==> src/rtl/core/hwts_pkg.sv <==
`timescale 1ns / 1ps
`default_nettype none

package hwts_pkg;

    localparam int VW       = 32;
    localparam int PW       = 68;
    localparam int IDX_W    = 6;
    localparam int SLEN_W   = 7;
    localparam int HOR_W    = 5;
    localparam int STEP_W   = 4;
    localparam int W_W      = 17;
    localparam int CFG_IDX_W = 3;

    localparam logic [SLEN_W-1:0] SEASON_MAX  = 7'd64;
    localparam logic [HOR_W-1:0]  HORIZON_MAX = 5'd16;
    localparam logic [W_W-1:0]    W_ONE       = 17'd65536;

    localparam logic signed [VW-1:0] VMAX = {1'b0, {(VW-1){1'b1}}};
    localparam logic signed [VW-1:0] VMIN = {1'b1, {(VW-1){1'b0}}};

    typedef enum logic [2:0] {
        CMD_OBS_FULL = 3'd0,
        CMD_OBS_ONE  = 3'd1,
        CMD_TICK     = 3'd2,
        CMD_LOAD     = 3'd3,
        CMD_RESTART  = 3'd4
    } t_cmd;

    typedef enum logic [CFG_IDX_W-1:0] {
        REG_ALPHA       = 3'd0,
        REG_BETA        = 3'd1,
        REG_GAMMA       = 3'd2,
        REG_MULT        = 3'd3,
        REG_HORIZON     = 3'd4,
        REG_SEASON_LEN  = 3'd5,
        REG_START_LEVEL = 3'd6,
        REG_START_TREND = 3'd7
    } t_reg;

    typedef enum logic [3:0] {
        ST_IDLE,
        ST_REDUCE,
        ST_RDSP,
        ST_GETSP,
        ST_DIV_GO,
        ST_DIV_WAIT,
        ST_BL_A,
        ST_BL_B,
        ST_BL_C,
        ST_FC_RD,
        ST_FC_MUL,
        ST_FC_OUT,
        ST_COMMIT
    } t_state;

    typedef enum logic [1:0] {
        PH_LEVEL,
        PH_TREND,
        PH_SEASON
    } t_phase;

    typedef struct packed {
        logic                 start;
        logic signed [VW-1:0] num;
        logic signed [VW-1:0] den;
    } t_div_req;

    typedef struct packed {
        logic                 done;
        logic                 fault;
        logic signed [VW-1:0] quot;
    } t_div_rsp;

    // Clamp a wide two's complement value to the signed value range.
    function automatic logic signed [VW-1:0] sat70(input logic signed [69:0] x);
        logic [69-VW+1:0] top;
        top = x[69:VW-1];
        if (top == '0 || top == '1) begin
            return x[VW-1:0];
        end
        return x[69] ? VMIN : VMAX;
    endfunction

endpackage

`default_nettype wire

==> src/rtl/core/hwts_div.sv <==
`timescale 1ns / 1ps
`default_nettype none

module hwts_div (
    input  wire                  i_clk,
    input  wire                  i_rst_n,
    input  hwts_pkg::t_div_req   i_req,
    output hwts_pkg::t_div_rsp   o_rsp
);

    localparam int QW = hwts_pkg::VW + 16;
    localparam int CW = $clog2(QW);
    localparam logic [CW-1:0] LAST_STEP = CW'(QW - 1);

    logic                     r_busy;
    logic                     r_done;
    logic                     r_zero;
    logic                     r_neg;
    logic [CW-1:0]            r_cnt;
    logic [hwts_pkg::VW-1:0]  r_rem;
    logic [QW-1:0]            r_quo;
    logic [hwts_pkg::VW-1:0]  r_den;
    logic signed [hwts_pkg::VW-1:0] r_zq;

    logic [hwts_pkg::VW:0]    rem_sh;
    logic                     take;
    logic [hwts_pkg::VW-1:0]  mag_n;
    logic [hwts_pkg::VW-1:0]  mag_d;
    logic signed [hwts_pkg::VW-1:0] quot_sat;

    assign rem_sh = {r_rem, r_quo[QW-1]};
    assign take   = rem_sh >= {1'b0, r_den};
    assign mag_n  = i_req.num[hwts_pkg::VW-1] ? (~i_req.num + 1'b1) : i_req.num;
    assign mag_d  = i_req.den[hwts_pkg::VW-1] ? (~i_req.den + 1'b1) : i_req.den;

    // The quotient magnitude can reach 2^47, so it is clamped to the signed range.
    always_comb begin
        if (r_neg) begin
            if (r_quo > QW'({1'b1, {(hwts_pkg::VW-1){1'b0}}})) begin
                quot_sat = hwts_pkg::VMIN;
            end else begin
                quot_sat = hwts_pkg::VW'(~r_quo + 1'b1);
            end
        end else begin
            if (r_quo > QW'(hwts_pkg::VMAX)) begin
                quot_sat = hwts_pkg::VMAX;
            end else begin
                quot_sat = r_quo[hwts_pkg::VW-1:0];
            end
        end
    end

    always_ff @(posedge i_clk) begin
        if (!i_rst_n) begin
            r_busy <= 1'b0;
            r_done <= 1'b0;
            r_cnt  <= '0;
        end else begin
            r_done <= 1'b0;
            if (i_req.start) begin
                if (i_req.den == '0) begin
                    r_done <= 1'b1;
                end else begin
                    r_busy <= 1'b1;
                end
                r_cnt <= '0;
            end else if (r_busy) begin
                r_cnt <= r_cnt + 1'b1;
                if (r_cnt == LAST_STEP) begin
                    r_busy <= 1'b0;
                    r_done <= 1'b1;
                end
            end
        end
    end

    always_ff @(posedge i_clk) begin
        if (i_req.start) begin
            r_zero <= (i_req.den == '0);
            r_neg  <= i_req.num[hwts_pkg::VW-1] ^ i_req.den[hwts_pkg::VW-1];
            r_rem  <= '0;
            r_quo  <= {mag_n, 16'd0};
            r_den  <= mag_d;
            if (i_req.num[hwts_pkg::VW-1]) begin
                r_zq <= hwts_pkg::VMIN;
            end else if (i_req.num == '0) begin
                r_zq <= '0;
            end else begin
                r_zq <= hwts_pkg::VMAX;
            end
        end else if (r_busy) begin
            r_rem <= take ? hwts_pkg::VW'(rem_sh - {1'b0, r_den})
                          : rem_sh[hwts_pkg::VW-1:0];
            r_quo <= {r_quo[QW-2:0], take};
        end
    end

    assign o_rsp.done  = r_done;
    assign o_rsp.fault = r_zero;
    assign o_rsp.quot  = r_zero ? r_zq : quot_sat;

endmodule

`default_nettype wire
==> config.mk <==
export PLATFORM = sky130hd
export DESIGN_NAME = hwts_div
export DESIGN_NICKNAME = d
export VERILOG_FILES = /design/src/rtl/core/hwts_pkg.sv /design/src/rtl/core/hwts_div.sv
export SDC_FILE = /design/constraint.sdc
export NUM_CORES = 1
export LEC_CHECK = 0
export ABC_CLOCK_PERIOD_IN_PS = 9000
export BUFFER_PORTS_ARGS = -buffer_cell sky130_fd_sc_hd__buf_2
export CAP_MARGIN = 40
export CORE_MARGIN = 1
export CORE_UTILIZATION = 45
export DETAILED_ROUTE_END_ITERATION = 8
export GPL_TIMING_DRIVEN = 0
export PLACE_DENSITY = 0.64
export SLEW_MARGIN = 20
export SYNTH_ARGS = -nofsm -noshare
export SYNTH_HDL_FRONTEND = slang
export SYNTH_SLANG_ARGS = --single-unit
==> constraint.sdc <==
create_clock -name i_clk -period 9 [get_ports i_clk]
set_clock_uncertainty 0.2 [all_clocks]
set_input_delay 0.9 -clock i_clk [delete_from_list [all_inputs] [get_ports i_clk]]
set_output_delay 0.9 -clock i_clk [all_outputs]
set_load 0.005 [all_outputs]
==> results by group <==
Clock network
  – CTS tree: built
  – Clk buf depth: 2
  – Root Buffer: clkbuf_16
  – # hold bufs at CTS: 0
  – Post-CTS setup buffer count: 0
  – Clock Sinks: 124
  – TritonCTS Buffers: 17
  – Worst skew pair latency: 0.42 ns
  – Worst-path clk slew: 0.06 ns
  – PostCTS Resize Cnt: 0
  – H-Tree Depth: 4

Die
  – Die height: 144 um
  – Die footprint: 20700 sq um
  – Io pins: 101
  – Std-Cell Rows: 51
  – Core area: 19600 sq um
  – Die span in x: 144 um
  – Initial Util: 0.462

Worst setup path
  – Worst Path Arrival: 3.56 ns
  – Crit. End Element: primary output
  – CP Buf/Inv Count: 4
  – CP delay by family, top: simple AND/OR/NAND/NOR gates
  – Worst path required time: 7.90 ns
  – Crit path kind: reg -> out
  – Top cell by count, worst path: buf_2
  – Startpoint Class: register
  – Cell Chain, Critical Path: inv_1 > ha_1 > or4b_4 > nor4_4 > nand4b_1 > o21ai_1 > nand2b_1 > buf_2 > nor2_1 > buf_2 > a21o_1 > nand2_1 > a21oi_1 > buf_2
  – R2R Setup Slk: 5.37 ns
  – R2r worst-path depth: 12
  – Critical-path top delay cell: or4b_4
  – Crit-path max FO: 10
  – WP depth: 14
  – CP peak stage delay: 0.53 ns

Placed design
  – Routability Congestion: 0.922
  – Placed cell area: 9900 sq um
  – IO Port Bufs: 100
  – DP HPWL: 17800 um

Routing
  – Drt drc: 0
  – Vias per Instance: 5.66
  – Pre-Repair DR Iteration Count: 5
  – Detailed-route via count: 8155
  – WL final: 23700 um
  – First DRT Iteration DRCs: 421
  – Antenna-violating nets left: 0
  – Post-DR wirelength/cell: 16.4 um

Logic synthesis
  – Syn Area/Cell: 8.68 sq um
  – Post-synth EDFFs: 68
  – Area leader, netlist: edfxtp_1
  – Mapped Nets: 1147
  – Top cell type's share of synthesized area: 0.226
  – Sequential area share after synthesis: 0.349
  – Yosys reg bits: 124
  – Synth unique cells: 65
  – Post-synthesis async set-or-reset flop share: 0
  – Top cells by area, synth: edfxtp_1 (23%), dfxtp_1 (12%), xnor2_1 (7.4%)
  – Synth warn: 0
  – Predominant post-synthesis flop cell: edfxtp_1
  – Mapped cell area: 9050 sq um
  – Post-Synthesis Cells: 1043

STA
  – Max Transition Viols Final: 0
  – Final min period: 4.66 ns
  – Fmax: 215 MHz
  – Setup tns final: 0 ns
  – Final Hold Vio Count: 0
  – Final Cycle Share: 0.517
  – RSZ-0062 raised after global routing: no
  – Setup violators final: 0
  – Worst slew margin: 0.466
  – Slew at the pin closest to its max-slew limit: 0.794 ns

GRT
  – Antenna violations before repair: 0
  – Pin count of the biggest net entering global routing: 35
  – GRT overflow: 0
  – Total track usage: 0.235
  – Number of global-route vias before repair: 7429
  – First-pass GRT wire length: 38100 um

Run
  – Max-cap violations: 0

Layout
  – Area Overhead vs Synth: 16.0%
  – Post-layout net count: 1267
  – Layout cell share with drive strength beyond 1: 0.140
  – Diodes inserted: 0
  – Post-route cell area: 10500 sq um

Pwr
  – VDD IR max: 0.138 mV
  – LEAKAGE: 0.00410 uW
  – Power Density: 173 nW/um^2

Hold path
  – Hold Path Class: reg -> reg
  – WHS Path Cells: 2

Run status
  – Status: completed
[worst register-to-register path, delay by kind of cell (launching register included)]
family                     cells  cell delay (ns)
muxes                          1             0.37
adders and majority gates      2             0.63
DFF                            1             0.38
AOI/OAI and AO/OA              6             1.61
and+or+nand+nor                2             0.29
buffers and inverters          1             0.06
[metrics by stage]
stage | util | power [uW] | std cells | hold WS, ns | setup WS, ns
global placement | 0.505 | 1130 | 1408 | 0.277 | 4.79
floorplan | - | 1000 | 1043 | 0.247 | 5.34
finish | 0.536 | 1810 | 1441 | 0.304 | 4.34
global route | 0.536 | 1900 | 1441 | 0.319 | 4.09
CTS | 0.536 | 1810 | 1441 | 0.307 | 4.36
detailed placement | 0.506 | 1140 | 1409 | 0.298 | 4.82
[cell usage in the layout, fill, tap and decap left out, drive strengths merged, types with 24 or more instances in the layout]
master and n:
buf 116, nor2 95, xnor2 77, nand2 76, clkbuf 72, o21ai 69, edfxtp 68, a21oi 63
dfxtp 56, inv 56, mux2i 39, ha 36, a22o 30, o31ai 29, nor3 27, a211oi 24
nand2b 24
[cell families after synthesis]
family | synth area share
AO/OA/AOI/OAI | 0.220
flip-flops | 0.349
adder cells (fa/ha/maj) | 0.0520
XOR/XNOR | 0.0900
buffers and inverters | 0.0514
multiplexers | 0.0444
AND/OR/NAND/NOR | 0.193
[final timing paths]
path / start / end
hold / removal: r_cnt[5] / r_cnt[5]
setup reg to reg: r_quo[47] / r_rem[30]
setup / recovery: r_quo[0] / o_rsp[27]
hold reg to reg: r_cnt[5] / r_cnt[5]
[metal layers]
layer	vias to the layer above	part of all wire	GRT usage
li1	4081	-	-
met1	3790	0.46	0.305
met2	257	0.48	0.394
met3	27	0.049	0.0390
met4	0	0.013	0.0761
met5	-	0	0
[cell type report]
| cell class | instances | area [sq um] |
|---|---|---|
| fillers | 1875 | 9090 |
| multi-input cells | 803 | 5420 |
| flip-flops and latches | 124 | 3160 |
| repair buffers | 101 | 520 |
| clock buffers | 22 | 519 |
| well taps | 265 | 332 |
| plain buffers | 65 | 274 |
| inverters | 51 | 191 |
| clock inverters | 10 | 72.6 |
[where the power goes]
group / total (uW) / internal (uW) / switching [uW]
registers: 688 / 652 / 35.8
clock network: 676 / 412 / 264
logic: 447 / 186 / 261
total: 1810 / 1250 / 561
[flip-flops by register name (all words and copies together), names as in the netlist]
name and flops:
r_busy 1, r_cnt 6, r_den 32, r_done 1, r_neg 1, r_quo 48, r_rem 32, r_zero 1
r_zq 2
[cell usage after synthesis (28+ instances only)]
| master | number |
|---|---|
| nor2_1 | 95 |
| xnor2_1 | 77 |
| nand2_1 | 75 |
| edfxtp_1 | 68 |
| o21ai_0 | 64 |
| a21oi_1 | 63 |
| dfxtp_1 | 56 |
| clkbuf_1 | 50 |
| inv_1 | 50 |
| mux2i_1 | 39 |
| ha_1 | 36 |
| a22o_1 | 30 |
| o31ai_1 | 28 |
Power figures use the tool's default switching activity.
